==> src/rtl/core/lpfs_pkg.sv <==
// ----------------------------------------------------------------------------
// lpfs_pkg - shared types and constants of the LED panel frame store
//
// Command codes, result kinds, the panel bit layout and the control bundle
// that drives the page serialiser.
// ----------------------------------------------------------------------------
package lpfs_pkg;

	// firmware command codes
	localparam logic [2:0] CmdWrite  = 3'd0;
	localparam logic [2:0] CmdRead   = 3'd1;
	localparam logic [2:0] CmdRotate = 3'd2;
	localparam logic [2:0] CmdClear  = 3'd3;
	localparam logic [2:0] CmdFlush  = 3'd4;

	// result kinds
	localparam logic KindPixel = 1'b0;
	localparam logic KindPanel = 1'b1;

	// panel layout: 8 rows of 10 bits per page, first bit of a row is the blink bit
	localparam int BitsPerRow   = 10;
	localparam int RowsPerPage  = 8;
	localparam int PageBits     = BitsPerRow * RowsPerPage;
	localparam int ColsPerPage  = 9;
	localparam int BytesPerPage = PageBits / 8;

	localparam logic [7:0] PixelSet = 8'hFF;

	// control bundle from the sequencer to the page serialiser
	typedef struct packed {
		logic       clr;    // zero the page vector
		logic       we;     // load one column into the page vector
		logic [3:0] idx;    // column within the page, 0..8
		logic       shift;  // drop the low byte
	} page_ctl_t;

endpackage

==> src/rtl/core/lpfs_ram.sv <==
// ----------------------------------------------------------------------------
// lpfs_ram - generic single-write, single-read RAM
//
// One write port, one read port, read data registered.
// ----------------------------------------------------------------------------
module lpfs_ram #(
	parameter int WIDTH = 8,
	parameter int DEPTH = 37
) (
	input  logic                                     clk,
	input  logic                                     we,
	input  logic [((DEPTH > 1) ? $clog2(DEPTH) : 1)-1:0] waddr,
	input  logic [WIDTH-1:0]                         wdata,
	input  logic                                     re,
	input  logic [((DEPTH > 1) ? $clog2(DEPTH) : 1)-1:0] raddr,
	output logic [WIDTH-1:0]                         rdata
);

	logic [WIDTH-1:0] mem_q [DEPTH];

	// write port
	always_ff @(posedge clk) begin
		if (we) begin
			mem_q[waddr] <= wdata;
		end
	end

	// registered read port
	always_ff @(posedge clk) begin
		if (re) begin
			rdata <= mem_q[raddr];
		end
	end

endmodule

==> src/rtl/core/lpfs_addr_wrap.sv <==
// ----------------------------------------------------------------------------
// lpfs_addr_wrap - logical to physical column address
//
// The store is rotated by moving a base offset, so every access adds the
// offset to the logical column and wraps once at the store depth.
// ----------------------------------------------------------------------------
module lpfs_addr_wrap #(
	parameter int DEPTH = 37
) (
	input  logic [$clog2(DEPTH)-1:0] base,
	input  logic [$clog2(DEPTH)-1:0] offset,
	output logic [$clog2(DEPTH)-1:0] addr
);

	localparam int AW = $clog2(DEPTH);

	logic [AW:0] sum;

	// add and single conditional subtract, both operands below DEPTH
	always_comb begin
		sum = {1'b0, base} + {1'b0, offset};
		if (sum >= (AW+1)'(DEPTH)) begin
			sum = sum - (AW+1)'(DEPTH);
		end
		addr = sum[AW-1:0];
	end

endmodule

==> src/rtl/core/lpfs_page_reg.sv <==
// ----------------------------------------------------------------------------
// lpfs_page_reg - page serialiser
//
// Holds one panel page as an 80-bit vector in stream order. Columns are
// dropped into their bit positions as they arrive from the store; the page
// then leaves as bytes, low byte first, shifting zeros in from the top.
// ----------------------------------------------------------------------------
module lpfs_page_reg (
	input  logic                 clk,
	input  lpfs_pkg::page_ctl_t  ctl,
	input  logic [7:0]           col_data,
	output logic [7:0]           page_byte
);

	logic [lpfs_pkg::PageBits-1:0] sh_q;

	// stream bit r holds row r/10, column 9 - r%10; blink bits stay zero
	always_ff @(posedge clk) begin
		if (ctl.clr) begin
			sh_q <= '0;
		end else if (ctl.shift) begin
			sh_q <= {8'h00, sh_q[lpfs_pkg::PageBits-1:8]};
		end else if (ctl.we) begin
			for (int r = 0; r < lpfs_pkg::PageBits; r++) begin
				if ((r % lpfs_pkg::BitsPerRow) != 0 &&
				    ctl.idx == 4'(lpfs_pkg::BitsPerRow - 1 - (r % lpfs_pkg::BitsPerRow))) begin
					sh_q[r] <= col_data[r / lpfs_pkg::BitsPerRow];
				end
			end
		end
	end

	assign page_byte = sh_q[7:0];

endmodule

==> src/rtl/core/led_panel_frame_store_unit.sv <==
// ----------------------------------------------------------------------------
// led_panel_frame_store_unit - column frame store for a chain of LED panels
//
// Pixel write/read, rotate left, clear and flush of an 8-row column store.
// ----------------------------------------------------------------------------
// The store holds LAST_COLUMN+1 columns of 8 bits in a RAM; rotation moves a
// base offset and clear drops per-column valid bits, so both leave the block
// ready again at once. Pixel write and read each go through accept, address add
// with RAM read, and modify or answer; a write outside the store is dropped in
// its accepting cycle and a read outside it skips the RAM read and answers zero.
// A flush works page by page: it reads the nine columns of a page through the
// single RAM read port, waits for the last column to land, then sends the ten
// bytes of the page, and gives PANELS*10 results in all. One command is worked
// on at a time; the next is taken once the sequencer is back in idle, while a
// finished result may still wait in the output register.
// ----------------------------------------------------------------------------
module led_panel_frame_store_unit #(
	parameter int PANELS      = 4,
	parameter int LAST_COLUMN = 36
) (
	input  logic               clk,
	input  logic               arst_n,
	// command channel
	input  logic               in_valid,
	output logic               in_stall,
	input  logic [2:0]         command,
	input  logic signed [15:0] column,
	input  logic signed [15:0] row,
	input  logic               pixel_on,
	// result channel
	output logic               out_valid,
	input  logic               out_stall,
	output logic               kind,
	output logic [7:0]         data,
	output logic               last
);

	localparam int Depth  = LAST_COLUMN + 1;
	localparam int AW     = $clog2(Depth);
	localparam int FlCols = PANELS * lpfs_pkg::ColsPerPage;
	localparam int ColMax = (FlCols > Depth) ? FlCols : Depth;
	localparam int CW     = $clog2(ColMax + 1);
	localparam int PW     = (PANELS > 1) ? $clog2(PANELS) : 1;

	// sequencer states
	localparam logic [2:0] StIdle   = 3'd0;
	localparam logic [2:0] StPixRd  = 3'd1;
	localparam logic [2:0] StPixOp  = 3'd2;
	localparam logic [2:0] StFlRd   = 3'd3;
	localparam logic [2:0] StFlEmit = 3'd4;

	logic [2:0]       state_q;
	logic [2:0]       cmd_q;
	logic             hit_q;
	logic [AW-1:0]    off_q;
	logic [Depth-1:0] vld_q;
	logic [PW-1:0]    page_q;
	logic [3:0]       j_q;
	logic [CW-1:0]    col_q;
	logic [3:0]       byte_q;
	logic             out_valid_q;

	logic [AW-1:0]    col_in_q;
	logic [2:0]       row_in_q;
	logic             on_q;
	logic [AW-1:0]    pix_addr_q;

	logic             rd_pend_s1;
	logic [3:0]       rd_j_s1;
	logic             rd_vld_s1;

	logic             kind_q;
	logic [7:0]       data_q;
	logic             last_q;

	logic             in_acc;
	logic             col_ok;
	logic             row_ok;
	logic [AW-1:0]    wrap_in;
	logic [AW-1:0]    phys;
	logic             fl_rd;
	logic             ram_re;
	logic             ram_we;
	logic [7:0]       ram_wdata;
	logic [7:0]       ram_rdata;
	logic [7:0]       rd_byte;
	logic [7:0]       pix_mask;
	logic             slot_free;
	logic             pix_go;
	logic             emit_go;
	logic             page_last;
	logic             byte_end;
	logic [7:0]       page_byte;
	lpfs_pkg::page_ctl_t page_ctl;

	// handshake and range checks
	assign in_stall = (state_q != StIdle);
	assign in_acc   = in_valid && !in_stall;
	assign col_ok   = !column[15] && (column <= 16'(LAST_COLUMN));
	assign row_ok   = !row[15] && (row[14:3] == '0);

	// shared address unit: pixel column or flush column
	assign wrap_in = (state_q == StFlRd) ? col_q[AW-1:0] : col_in_q;

	lpfs_addr_wrap #(
		.DEPTH (Depth)
	) u_wrap (
		.base   (wrap_in),
		.offset (off_q),
		.addr   (phys)
	);

	// store access
	assign fl_rd     = (state_q == StFlRd) && (j_q != 4'(lpfs_pkg::ColsPerPage)) &&
	                   (col_q <= CW'(LAST_COLUMN));
	assign ram_re    = (state_q == StPixRd) || fl_rd;
	assign rd_byte   = rd_vld_s1 ? ram_rdata : 8'h00;
	assign pix_mask  = 8'b1 << row_in_q;
	assign ram_we    = (state_q == StPixOp) && (cmd_q == lpfs_pkg::CmdWrite);
	assign ram_wdata = on_q ? (rd_byte | pix_mask) : (rd_byte & ~pix_mask);

	lpfs_ram #(
		.WIDTH (8),
		.DEPTH (Depth)
	) u_store (
		.clk   (clk),
		.we    (ram_we),
		.waddr (pix_addr_q),
		.wdata (ram_wdata),
		.re    (ram_re),
		.raddr (phys),
		.rdata (ram_rdata)
	);

	// output slot and emit conditions
	assign slot_free = !out_valid_q || !out_stall;
	assign pix_go    = (state_q == StPixOp) && (cmd_q == lpfs_pkg::CmdRead) && slot_free;
	assign emit_go   = (state_q == StFlEmit) && slot_free;
	assign page_last = (page_q == PW'(PANELS - 1));
	assign byte_end  = (byte_q == 4'(lpfs_pkg::BytesPerPage - 1));

	// page serialiser control
	always_comb begin
		page_ctl.clr   = (state_q == StFlRd) && (j_q == 4'd0);
		page_ctl.we    = rd_pend_s1;
		page_ctl.idx   = rd_j_s1;
		page_ctl.shift = emit_go;
	end

	lpfs_page_reg u_page (
		.clk       (clk),
		.ctl       (page_ctl),
		.col_data  (rd_byte),
		.page_byte (page_byte)
	);

	// sequencer
	always_ff @(posedge clk or negedge arst_n) begin
		if (!arst_n) begin
			state_q     <= StIdle;
			cmd_q       <= lpfs_pkg::CmdWrite;
			hit_q       <= 1'b0;
			off_q       <= '0;
			vld_q       <= '0;
			page_q      <= '0;
			j_q         <= '0;
			col_q       <= '0;
			byte_q      <= '0;
			rd_pend_s1  <= 1'b0;
			out_valid_q <= 1'b0;
		end else begin
			rd_pend_s1 <= fl_rd;

			if (pix_go || emit_go) begin
				out_valid_q <= 1'b1;
			end else if (out_valid_q && !out_stall) begin
				out_valid_q <= 1'b0;
			end

			unique case (state_q)
				StIdle: begin
					if (in_acc) begin
						cmd_q <= command;
						unique case (command)
							lpfs_pkg::CmdWrite: begin
								if (col_ok && row_ok) begin
									state_q <= StPixRd;
								end
							end
							lpfs_pkg::CmdRead: begin
								hit_q   <= col_ok && row_ok;
								state_q <= (col_ok && row_ok) ? StPixRd : StPixOp;
							end
							lpfs_pkg::CmdRotate: begin
								off_q <= (off_q == AW'(LAST_COLUMN)) ? '0 : off_q + 1'b1;
							end
							lpfs_pkg::CmdClear: begin
								vld_q <= '0;
							end
							lpfs_pkg::CmdFlush: begin
								page_q  <= '0;
								j_q     <= '0;
								col_q   <= '0;
								byte_q  <= '0;
								state_q <= StFlRd;
							end
							default: begin
								// unused codes: no effect
							end
						endcase
					end
				end
				StPixRd: begin
					state_q <= StPixOp;
				end
				StPixOp: begin
					if (cmd_q == lpfs_pkg::CmdWrite) begin
						vld_q[pix_addr_q] <= 1'b1;
						state_q           <= StIdle;
					end else if (slot_free) begin
						state_q <= StIdle;
					end
				end
				StFlRd: begin
					// a final pass with no read lets the last column land
					if (j_q == 4'(lpfs_pkg::ColsPerPage)) begin
						byte_q  <= '0;
						state_q <= StFlEmit;
					end else begin
						j_q   <= j_q + 1'b1;
						col_q <= col_q + 1'b1;
					end
				end
				StFlEmit: begin
					if (slot_free) begin
						byte_q <= byte_q + 1'b1;
						if (byte_end) begin
							if (page_last) begin
								state_q <= StIdle;
							end else begin
								page_q  <= page_q + 1'b1;
								j_q     <= '0;
								state_q <= StFlRd;
							end
						end
					end
				end
				default: begin
					state_q <= StIdle;
				end
			endcase
		end
	end

	// payload registers
	always_ff @(posedge clk) begin
		if (in_acc) begin
			col_in_q <= column[AW-1:0];
			row_in_q <= row[2:0];
			on_q     <= pixel_on;
		end
		if (state_q == StPixRd) begin
			pix_addr_q <= phys;
		end
		if (ram_re) begin
			rd_vld_s1 <= vld_q[phys];
		end
		rd_j_s1 <= j_q;

		if (pix_go) begin
			kind_q <= lpfs_pkg::KindPixel;
			data_q <= (hit_q && rd_byte[row_in_q]) ? lpfs_pkg::PixelSet : 8'h00;
			last_q <= 1'b1;
		end else if (emit_go) begin
			kind_q <= lpfs_pkg::KindPanel;
			data_q <= page_byte;
			last_q <= page_last && byte_end;
		end
	end

	assign out_valid = out_valid_q;
	assign kind      = kind_q;
	assign data      = data_q;
	assign last      = last_q;

`ifndef SYNTHESIS
	// rotation offset stays inside the store
	a_off_range: assert property (@(posedge clk) disable iff (!arst_n)
		off_q <= AW'(LAST_COLUMN))
		else $error("rotation offset beyond store depth");

	// the final panel byte returns the sequencer to idle
	a_flush_end: assert property (@(posedge clk) disable iff (!arst_n)
		emit_go && page_last && byte_end |=> state_q == StIdle)
		else $error("flush did not end after its last byte");

	// a pixel answer is all ones or all zeros
	a_pix_answer: assert property (@(posedge clk) disable iff (!arst_n)
		out_valid && kind == lpfs_pkg::KindPixel |->
			data == 8'h00 || data == lpfs_pkg::PixelSet)
		else $error("malformed pixel answer");
`endif

endmodule

==> config.mk <==
export PLATFORM = sky130hd
export DESIGN_NAME = led_panel_frame_store_unit
export DESIGN_NICKNAME = d
export VERILOG_FILES = /design/src/rtl/core/lpfs_pkg.sv /design/src/rtl/core/lpfs_ram.sv /design/src/rtl/core/lpfs_addr_wrap.sv /design/src/rtl/core/lpfs_page_reg.sv /design/src/rtl/core/led_panel_frame_store_unit.sv
export SDC_FILE = /design/constraint.sdc
export NUM_CORES = 1
export LEC_CHECK = 0
export ABC_CLOCK_PERIOD_IN_PS = 9400
export BUFFER_PORTS_ARGS = -buffer_cell sky130_fd_sc_hd__buf_2
export CAP_MARGIN = 15
export CORE_UTILIZATION = 35
export CTS_BUF_LIST = sky130_fd_sc_hd__clkbuf_4 sky130_fd_sc_hd__clkbuf_8 sky130_fd_sc_hd__clkbuf_16
export DETAILED_ROUTE_END_ITERATION = 7
export SETUP_SLACK_MARGIN = 0.02
export SLEW_MARGIN = 5
export SYNTH_ARGS = -nofsm -noshare
export SYNTH_HDL_FRONTEND = slang
export SYNTH_SLANG_ARGS = --single-unit
==> constraint.sdc <==
create_clock -name clk -period 9.4 [get_ports clk]
set_input_delay 1.88 -clock clk [delete_from_list [all_inputs] [get_ports clk]]
set_output_delay 1.88 -clock clk [all_outputs]
set_load 0.01 [all_outputs]
* Word level (Yosys, flattened, before mapping)
Memory sizes are Yosys's and may differ from the RTL's. A register that Yosys moved wholly into a read port is not among the register bits.
Index checks and enable logic that the tools add are counted.
** Operators by class
- $lt $le $gt $ge :: 7
- Reductions and logical operators :: 73
- Bitwise gates (word level) :: 4
- Add/subtract/negate cells :: 7
- Shift operators :: 1
- Equality and inequality tests :: 34
- Mux-type cells :: 133
- $mul :: 0
- Div/mod/pow operators :: 0
** Operators with widths (number)
- 9-bit 2-to-1 mux :: 14
- 37-bit 2-to-1 mux :: 3
- 37-bit case mux with 2 select lines :: 1
- 1-bit 2-to-1 mux :: 73
- 8-bit 2-to-1 mux :: 5
- 37-bit OR :: 1
- 6-bit 2-to-1 mux :: 6
- 2-bit AND reduction :: 18
- 4-bit 2-to-1 mux :: 8
- 2-bit nonzero test :: 15
- 4-bit case mux with 3 select lines :: 2
- 3-bit 2-to-1 mux :: 7
- 4-bit by 3-bit equality test with 1-bit output (second input constant) :: 4
- 16-bit by 7-bit <= comparator with 1-bit output (second input constant) :: 1
- 1-bit logical AND :: 15
- 3-bit case mux with 5 select lines :: 1
- 6-bit by 7-bit less-than comparator with 1-bit output (second input constant) :: 2
- 2-bit 2-to-1 mux :: 7
- 7-bit AND reduction :: 2
- 6-bit by 1-bit adder with 6-bit output (second input constant) :: 2
- 3-bit by 2-bit equality test with 1-bit output (second input constant) :: 4
- 4-bit equality test (second input constant) :: 3
- 12-bit logical NOT :: 1
- 6-bit case mux with 2 select lines :: 1
- other kinds (39) :: 63
** Word-level totals
- ROM bits :: 0
- Latch bits :: 0
- Logic and storage cells :: 298
- Register bits after elaboration :: 179
- Bits of input ports :: 40
- RAM bits :: 296
- Memories kept :: 1
- Output and inout bits :: 12
** Memories
- u_store.mem_q :: words 37, bits a word 8, read ports 1, clocked after Yosys merged registers in 1, write ports 1, RTL line lpfs_ram.sv:19 : logic [WIDTH-1:0] mem_q [DEPTH];

* Depth between registers and ports, before layout
Gate-level depths: netlist of the first run.
- Depth after elaboration :: 7
- Gate-level depth with buffers :: 22
- Mapped depth without buffers :: 16

* Cells and area by module
Synthesis of the first run repeated with hierarchy kept, for this count alone.
** Second synthesis, totals
- Cell total of the unflattened synthesis :: 1582
- Area, all modules :: 21490.6 µm²
** Modules (own cells, without submodules)
- lpfs_ram :: cells each 653, area each 12099.1 µm², sequential area each 9128.8 µm², times used 1
- led_panel_frame_store_unit :: cells each 456, area each 5022.3 µm², sequential area each 2572.5 µm², times used 1
- lpfs_page_reg :: cells each 414, area each 3931.3 µm², sequential area each 1601.5 µm², times used 1
- lpfs_addr_wrap :: cells each 59, area each 437.9 µm², sequential area each 0.0 µm², times used 1

* Worst setup path before layout of the first run
Ideal clock, no wire load.
- Kind :: flip-flop to flip-flop
- From :: register state_q[1]
- To :: register u_store.rdata[0] (read register of u_store.mem_q), data pin
- Library setup time :: 278 ps
- Period minus slack after synthesis :: 4511 ps
- Buffers on the path :: 6
- Arrival time :: 4233 ps
- Cell stages (with the launch flop) :: 22
- Path slack :: 4889 ps
- Cell sequence :: dfrtp_1 > clkbuf_1 > nand3b_1 > clkbuf_1 > nand2_1 > o21ai_0 > ha_1 > inv_1 > fa_1 > buf_2 > nand2b_1 > clkbuf_1 > o21ai_0 > o221ai_1 > a21oi_4 > xnor2_2 > buf_4 > buf_2 > mux2i_1 > o221ai_1 > o211ai_1 > o311ai_2
** Between the ends
- Longest elaborated chain between the ends :: 5
- Elaborated cells on any way between the ends :: 10
** RTL lines
- start, declared :: RTL line led_panel_frame_store_unit.sv:52 : logic [2:0] state_q;
- start signal, assigned :: RTL line led_panel_frame_store_unit.sv:160 : state_q <= StIdle;
- start signal, assigned :: RTL line led_panel_frame_store_unit.sv:187 : state_q <= StPixRd;
- start signal, assigned :: RTL line led_panel_frame_store_unit.sv:192 : state_q <= (col_ok && row_ok) ? StPixRd : StPixOp;
- 3-bit by 2-bit equality test with 1-bit output :: RTL line led_panel_frame_store_unit.sv:103, led_panel_frame_store_unit.sv:114
- 6-bit 2-to-1 mux :: RTL line led_panel_frame_store_unit.sv:103 : assign wrap_in = (state_q == StFlRd) ? col_q[AW-1:0] : col_in_q;
- 6-bit by 6-bit adder with 7-bit output :: RTL line lpfs_addr_wrap.sv:21 : sum = {1'b0, base} + {1'b0, offset};
- 6-bit subtractor / 7-bit by 6-bit >= comparator with 1-bit output (equally long branches) :: RTL line lpfs_addr_wrap.sv:23, lpfs_addr_wrap.sv:22
- 6-bit 2-to-1 mux :: RTL line lpfs_addr_wrap.sv:22 : if (sum >= (AW+1)'(DEPTH)) begin
- end, declared :: RTL line lpfs_ram.sv:16 : output logic [WIDTH-1:0] rdata
Parallel ways exist; a longest one is shown, timed or not.
A chain may end at the register's enable or synchronous reset.

* Worst setup path after layout of the first run
- From :: register state_q[2]
- To :: register u_store.rdata[6] (read register of u_store.mem_q), data pin
The elaborated chain is that of the path after synthesis.

==> results of run 1 <==
[metrics by stage]
stage / setup WS, ns / util / hold WS [ns] / instance area [sq um]
floorplan: 4.89 / - / 0.388 / 21800
global placement: 2.49 / 0.373 / 0.415 / 22900
detailed placement: 2.33 / 0.373 / 0.425 / 22900
CTS: 2.28 / 0.400 / 0.419 / 24600
global route: 1.68 / 0.400 / 0.444 / 24600
finish: 2.23 / 0.400 / 0.422 / 24600
[synthesized netlist by cell type (5+ instances only)]
library cell / n / area share
or3_1: 13 / 0.0037
o311ai_2: 5 / 0.0037
ha_1: 20 / 0.011
nand3_1: 38 / 0.0087
o41ai_1: 8 / 0.0032
nand4_1: 8 / 0.0023
a21oi_1: 74 / 0.017
mux2i_1: 134 / 0.062
a31oi_1: 12 / 0.0034
nor3_1: 11 / 0.0025
edfxtp_1: 329 / 0.45
o22ai_1: 28 / 0.0080
mux4_2: 25 / 0.026
a211oi_1: 11 / 0.0038
dfrtp_1: 68 / 0.078
nor3b_1: 9 / 0.0031
mux2_2: 36 / 0.019
buf_4: 5 / 0.0017
dfxtp_1: 86 / 0.079
a2111oi_0: 16 / 0.0064
nand3b_1: 7 / 0.0024
a22o_1: 8 / 0.0032
nor4_1: 8 / 0.0023
o221ai_1: 19 / 0.0076
o211ai_1: 73 / 0.025
o21ai_0: 113 / 0.026
buf_2: 10 / 0.0023
nand2_1: 194 / 0.033
inv_1: 23 / 0.0040
buf_1: 5 / 0.00086
nor2_1: 260 / 0.045
a21o_1: 11 / 0.0038
and2_1: 14 / 0.0040
clkbuf_1: 80 / 0.014
[cell families after synthesis]
group / count (synthesis)
AOI/OAI and AO/OA: 401
buffers and inverters: 129
muxes: 196
DFF: 483
xor gates and xnor gates: 10
and+or+nand+nor: 592
adders and majority gates: 21
[cell type report]
type | instances | area [sq um] | share of cell area
diodes | 1 | 2.50 | 0.000102
clock buffers | 71 | 1490 | 0.0605
clock inverters | 26 | 193 | 0.00782
inverters | 25 | 93.8 | 0.00381
multi-input cells | 1220 | 8020 | 0.326
flip-flops and latches | 483 | 13300 | 0.540
well taps | 837 | 1050 | 0.0425
repair buffers | 81 | 480 | 0.0195
[sequential cells by signal (all words and copies together), names as in the netlist, 2 cells and up]
signal,count
row_in_q,3
vld_q,37
page_q,2
pix_addr_q,6
j_q,4
data,8
u_store.rdata,8
col_in_q,6
rd_j_s1,4
state_q,3
byte_q,4
cmd_q,3
u_page.sh_q,80
u_store.mem_q,296
col_q,6
off_q,6
[how the worst min path moves through the flow]
stage                             from                 end  slack [ns]  depth (start not counted)
CTS                 j_q[1]$_DFFE_PN0P_  rd_j_s1[1]$_DFF_P_        0.42                          0
detailed placement  j_q[1]$_DFFE_PN0P_  rd_j_s1[1]$_DFF_P_        0.42                          0
global placement    j_q[1]$_DFFE_PN0P_  rd_j_s1[1]$_DFF_P_        0.41                          0
finish              j_q[1]$_DFFE_PN0P_  rd_j_s1[1]$_DFF_P_        0.42                          0
floorplan           j_q[2]$_DFFE_PN0P_  rd_j_s1[2]$_DFF_P_        0.39                          0
global route        j_q[1]$_DFFE_PN0P_  rd_j_s1[1]$_DFF_P_        0.44                          0
[routing by layer]
layer,routed length (um),up-vias,part of all wire
li1,-,6921,-
met1,23900,7278,0.45
met2,25000,490,0.47
met3,3350,85,0.062
met4,1410,0,0.026
met5,0,-,0
==> flow_metrics.tcl, run 1 <==
set metrics [dict create \
    run_status "complete, no violations" \
    rsz0062_at_grt "no" \
    tightest_slew_ns 1.03 \
    ys_seq_area_frac 0.611 \
    crit_family "buffers and inverters" \
    die_w_um 251 \
    crit_fanout 50 \
    ant_nets 0 \
    fin_crit_ns 7.17 \
    clock.fmax_mhz 140 \
    reg2reg_to "u_store.rdata[6]$_DFFE_PP_" \
    path_clk_slew_ns 0.06 \
    timing.critical_path.mode_cell "buf_4" \
    final_max_slew_viol_count 0 \
    start_util 0.354 \
    max_slew_margin 0.294 \
    busiest_layer "met2" \
    worstPathCellList "nand3b_1 > o21ai_0 > ha_1 > inv_1 > fa_2 > buf_4 > nand2b_1 > o21ai_0 > o221ai_1 > a21oi_4 > buf_4 > xnor2_4 > buf_4 > buf_4 > mux4_2 > mux2_2 > nand2_1 > o311ai_1" \
    cts_max_level 2 \
    dieHeight_um 251 \
    pin_count 52 \
    grtUsageMet2 0.275 \
    min_period_over_period 0.762 \
    synth_compound_area_frac 0.122 \
    clock-root-buffer "clkbuf_16" \
    syn_nets 1893 \
    core_area_sq_um 61600 \
    cp.buffers_inverters 5 \
    synth_simple_gate_area_share 0.118 \
    firstDrtPassIters 6 \
    grt_overflow_total 0 \
    via_per_inst 5.38 \
    drc 0 \
    grt_start_max_net_pins 116 \
    mostFrequentLayoutCells "edfxtp_1 (329), nor2_1 (259), nand2_1 (193), mux2i_1 (133), o21ai_0 (107)" \
    max_stage_delay_ns 0.73 \
    path_class "register to register" \
    finalSetupTns_ns 0 \
    totalWireLength_um 53600 \
    synthArstFlopShare 0.141 \
    fin_skew_ns 0.0223 \
    area_growth_syn_to_layout_pct 13.1 \
    final_common_cell "edfxtp_1" \
    worstPathArrival_ns 7.47 \
    fin_cells 2744 \
    finalSetupViolations 0 \
    wl_per_cell_um 19.5 \
    grt_pass1_wl_um 83700 \
    clk_latency_ns 0.61 \
    grt_pass1_vias 14300 \
    hold_viol 0 \
    synthMuxAreaShare 0.107 \
    hpwlAfterDp_um 34500 \
    tritoncts "yes" \
    min_path_type "register to register" \
    synthXorXnorAreaFrac 0.00471 \
    cp.depth 18 \
    finalWeightedCongestion 0.841 \
    crit_required_ns 9.71 \
    die_area_sq_um 63200 \
    reg2reg_from "state_q[2]$_DFFE_PN0P_" \
    cts_setup_buffers 0 \
    crit_start "state_q[2]$_DFFE_PN0P_" \
    drt_iter0_markers 1165 \
    grt_usage 0.169 \
    crit_end "u_store.rdata[6]$_DFFE_PP_" \
    yosysWarnings 0 \
    clk_path_buf_depth 3 \
    cts_num_sinks 483 \
    dpl.cell_count 2646 \
    fin_nets 1924 \
    synthAdderAreaFrac 0.0124 \
    netlist_area_sq_um 21800 \
    synth_ff_type "edfxtp_1" \
    grtUsageMet3 0.0285 \
    postCtsHoldBufs 0 \
    ff2ff_setup_slack_ns 2.23 \
    ctsResizeCount 0 \
    cp-start-kind "register" \
    avgSynthCellArea_sq_um 11.9 \
    max_cap_violations 0 \
    synthCells 1832 \
    antenna_found_initial 0 \
    rows 91 \
    gr-usage-met1 0.230 \
    cts_buffers 52 \
    num_vias 14800 \
    synth_edf_count 329 \
    cp_slowest_cell "buf_4" \
    synth_top_family_by_area "compound AO/OA/AOI/OAI gates" \
    crit_path_end_kind "register" \
    ys_seq_elements 483 \
    drive_gt1_frac 0.137 \
    portBuffers 51 \
    synth_cell_types 69 \
    reg2reg_depth 18 \
    n_fill_cell 5804 \
]
Power of run 1 is not shown: default switching activity piles up to over one toggle a cycle in this logic, so the estimate is an artifact.
==> run 2: changes to the inputs <==
--- a/config.mk
+++ b/config.mk
@@ -5,7 +5,8 @@
 export SDC_FILE = /design/constraint.sdc
 export NUM_CORES = 1
 export LEC_CHECK = 0
-export ABC_CLOCK_PERIOD_IN_PS = 9400
+export ABC_AREA = 1
+export ABC_CLOCK_PERIOD_IN_PS = 5800
 export BUFFER_PORTS_ARGS = -buffer_cell sky130_fd_sc_hd__buf_2
 export CAP_MARGIN = 15
 export CORE_UTILIZATION = 35
==> constraint.sdc (replaced) <==
create_clock -name clk -period 5.8 [get_ports clk]
set_input_delay 1.16 -clock clk [delete_from_list [all_inputs] [get_ports clk]]
set_output_delay 1.16 -clock clk [all_outputs]
set_load 0.01 [all_outputs]
==> run 2 against run 1 <==
Against the previous run: flip-flop and latch count is the same; non-clock buffer count grew 33; first-iteration DRC count grew 23%; routed wire length grew 6.2%; largest cell class unchanged; clock skew grew 0.023 ns; cell count grew 16%; critical path depth grew 6.
==> flow_metrics.tcl, run 2 <==
set metrics [dict create \
    max_slew_margin 0.230 \
    drt_iter0_markers 1429 \
    tritoncts "yes" \
    fin_cells 3172 \
    fin_crit_ns 4.63 \
    min_period_over_period 0.798 \
    clock.fmax_mhz 216 \
    largest_reg_flops 296 \
    worstHoldStart "j_q[3]$_DFFE_PN0P_" \
    finalWeightedCongestion 0.867 \
    reg2reg_from "state_q[2]$_DFFE_PN0P_" \
    ys_top_cells_by_area "edfxtp_1 (46%), nand2_1 (14%), dfxtp_1 (8.0%)" \
    synth_top_cell_by_area "edfxtp_1" \
    cp_slowest_cell "fa_1" \
    grt_overflow_total 0 \
    max_cap_violations 0 \
    die_area_sq_um 62200 \
    synth_edf_count 329 \
    run_status "complete, no violations" \
    dieHeight_um 249 \
    crit_required_ns 6.30 \
    drive_gt1_frac 0.0996 \
    synth_ff_type "edfxtp_1" \
    fin_skew_ns 0.0453 \
    clk_latency_ns 0.64 \
    ys_seq_area_frac 0.621 \
    hold_viol 0 \
    path_clk_slew_ns 0.06 \
    crit_start "state_q[2]$_DFFE_PN0P_" \
    tightest_slew_ns 1.15 \
    clock-root-buffer "clkbuf_16" \
    rsz0062_at_grt "no" \
    hpwlAfterDp_um 36100 \
    cts_buffers 52 \
    synth_common_cells "nand2_1 (774), edfxtp_1 (329), nand3_1 (253), inv_1 (156), nor2_1 (110)" \
    cts_setup_buffers 0 \
    drc 0 \
    n_fill_cell 5822 \
    num_vias 16200 \
    avgSynthCellArea_sq_um 9.38 \
    ant_nets 0 \
    ys_seq_elements 483 \
    firstDrtPassIters 5 \
    cts_max_level 2 \
    finalSetupViolations 0 \
    synthArstFlopShare 0.141 \
    synth_most_common_cell "nand2_1" \
    area_growth_syn_to_layout_pct 14.3 \
    grt_pass1_vias 15800 \
    dpl.cell_count 3065 \
    portBuffers 51 \
    final_common_cell "nand2_1" \
    finalSetupTns_ns 0 \
    synth_top_area_frac 0.461 \
    crit_path_end_kind "register" \
    via_per_inst 5.11 \
    top_register "u_store.mem_q" \
    ctsResizeCount 0 \
    hold_slack_ns 0.401 \
    fin_nets 2407 \
    cp-start-kind "register" \
    antenna_found_initial 0 \
    postCtsHoldBufs 0 \
    worstPathArrival_ns 5.13 \
    regArea_sq_um 13300 \
    max_stage_delay_ns 0.54 \
    synth_cell_types 44 \
    yosysWarnings 0 \
    totalWireLength_um 56900 \
    mostFrequentLayoutCells "nand2_1 (773), edfxtp_1 (329), nand3_1 (253), inv_1 (155), nor2_1 (109)" \
    final_util 0.405 \
    synthCells 2283 \
    die_w_um 249 \
    cts_num_sinks 483 \
    syn_nets 2344 \
    grt_pass1_wl_um 90100 \
    wl_per_cell_um 17.9 \
    clk_path_buf_depth 3 \
    reg.largest.list "u_store.mem_q (296), u_page.sh_q (80), vld_q (37)" \
    grt_start_max_net_pins 77 \
    multi_input_area_sq_um 7000 \
    worstPathCellList "inv_1 > nand2_1 > nor2_1 > buf_4 > inv_1 > o21ai_0 > inv_1 > fa_1 > ha_1 > o31ai_1 > nand3_1 > nand2_2 > nand3_1 > buf_4 > nand2_4 > buf_12 > nand2_1 > nand3_1 > nand3_1 > nand2_1 > nand3_1 > nand2_1 > nand2_1 > nand2_1" \
    rows 90 \
    core_area_sq_um 60400 \
    final_max_slew_viol_count 0 \
    path_class "register to register" \
    crit_fanout 58 \
    start_util 0.355 \
    pin_count 52 \
    timing.critical_path.mode_cell "nand2_1" \
    grt_usage 0.184 \
    min_path_type "register to register" \
    netlist_area_sq_um 21400 \
    diodes 0 \
]
-- run 2: stage by stage --
step	instance area, sq um	setup slack (ns)
2_1_floorplan	21400	1.96
3_3_place_gp	22600	1.17
3_5_place_dp	22600	1.22
4_1_cts	24400	1.20
5_1_grt	24500	0.703
6_report	24500	1.17
-- run 2: final timing paths --
path,end,depth (start not counted),slack [ns]
max in group asynchronous,vld_q[13]$_DFFE_PN0P_,2,4.45
worst max register to register,u_store.rdata[6]$_DFFE_PP_,24,1.17
min in group asynchronous,off_q[2]$_DFFE_PN0P_,2,0.76
worst min-delay path,rd_j_s1[3]$_DFF_P_,0,0.40
worst min register to register,rd_j_s1[3]$_DFF_P_,0,0.40
worst max-delay path,u_store.rdata[6]$_DFFE_PP_,24,1.17
-- run 2: final cells by class --
cell class | count | share of cell area
clock buffer | 66 | 0.0585
clock inverter | 32 | 0.0146
inverter | 180 | 0.0276
multi-input combinational | 1515 | 0.286
sequential | 483 | 0.544
tap | 782 | 0.0400
timing repair buffer | 114 | 0.0295
-- run 2: kinds of logic (layout without fill, tap and decap cells) --
kind of cell | Yosys count | count (layout) | synth area share
buffers and inverters | 285 | 392 | 0.0558
and+or+nand+nor | 1232 | 1232 | 0.240
xor gates and xnor gates | 7 | 7 | 0.00321
DFF | 483 | 483 | 0.621
AOI/OAI and AO/OA | 254 | 254 | 0.0668
adders and majority gates | 21 | 21 | 0.0126
muxes | 1 | 1 | 0.000467
-- run 2: metal layers --
metal / wire length [um] / vias up / share of wire / GRT usage
met5: 0 / - / 0 / 0
met4: 2080 / 0 / 0.036 / 0.0746
met3: 3410 / 119 / 0.060 / 0.0323
met2: 26500 / 464 / 0.47 / 0.294
met1: 24900 / 7791 / 0.44 / 0.247
li1: - / 7822 / - / -
-- run 2: critical path: cells and delay by family, from the launching register on --
kind,cells,cell delay [ns]
AOI/OAI and AO/OA,2,0.47
adders and majority gates,2,0.78
buffers and inverters,6,1.07
DFF,1,0.40
and+or+nand+nor,14,1.76
Power of run 2 is left out for the same reason.
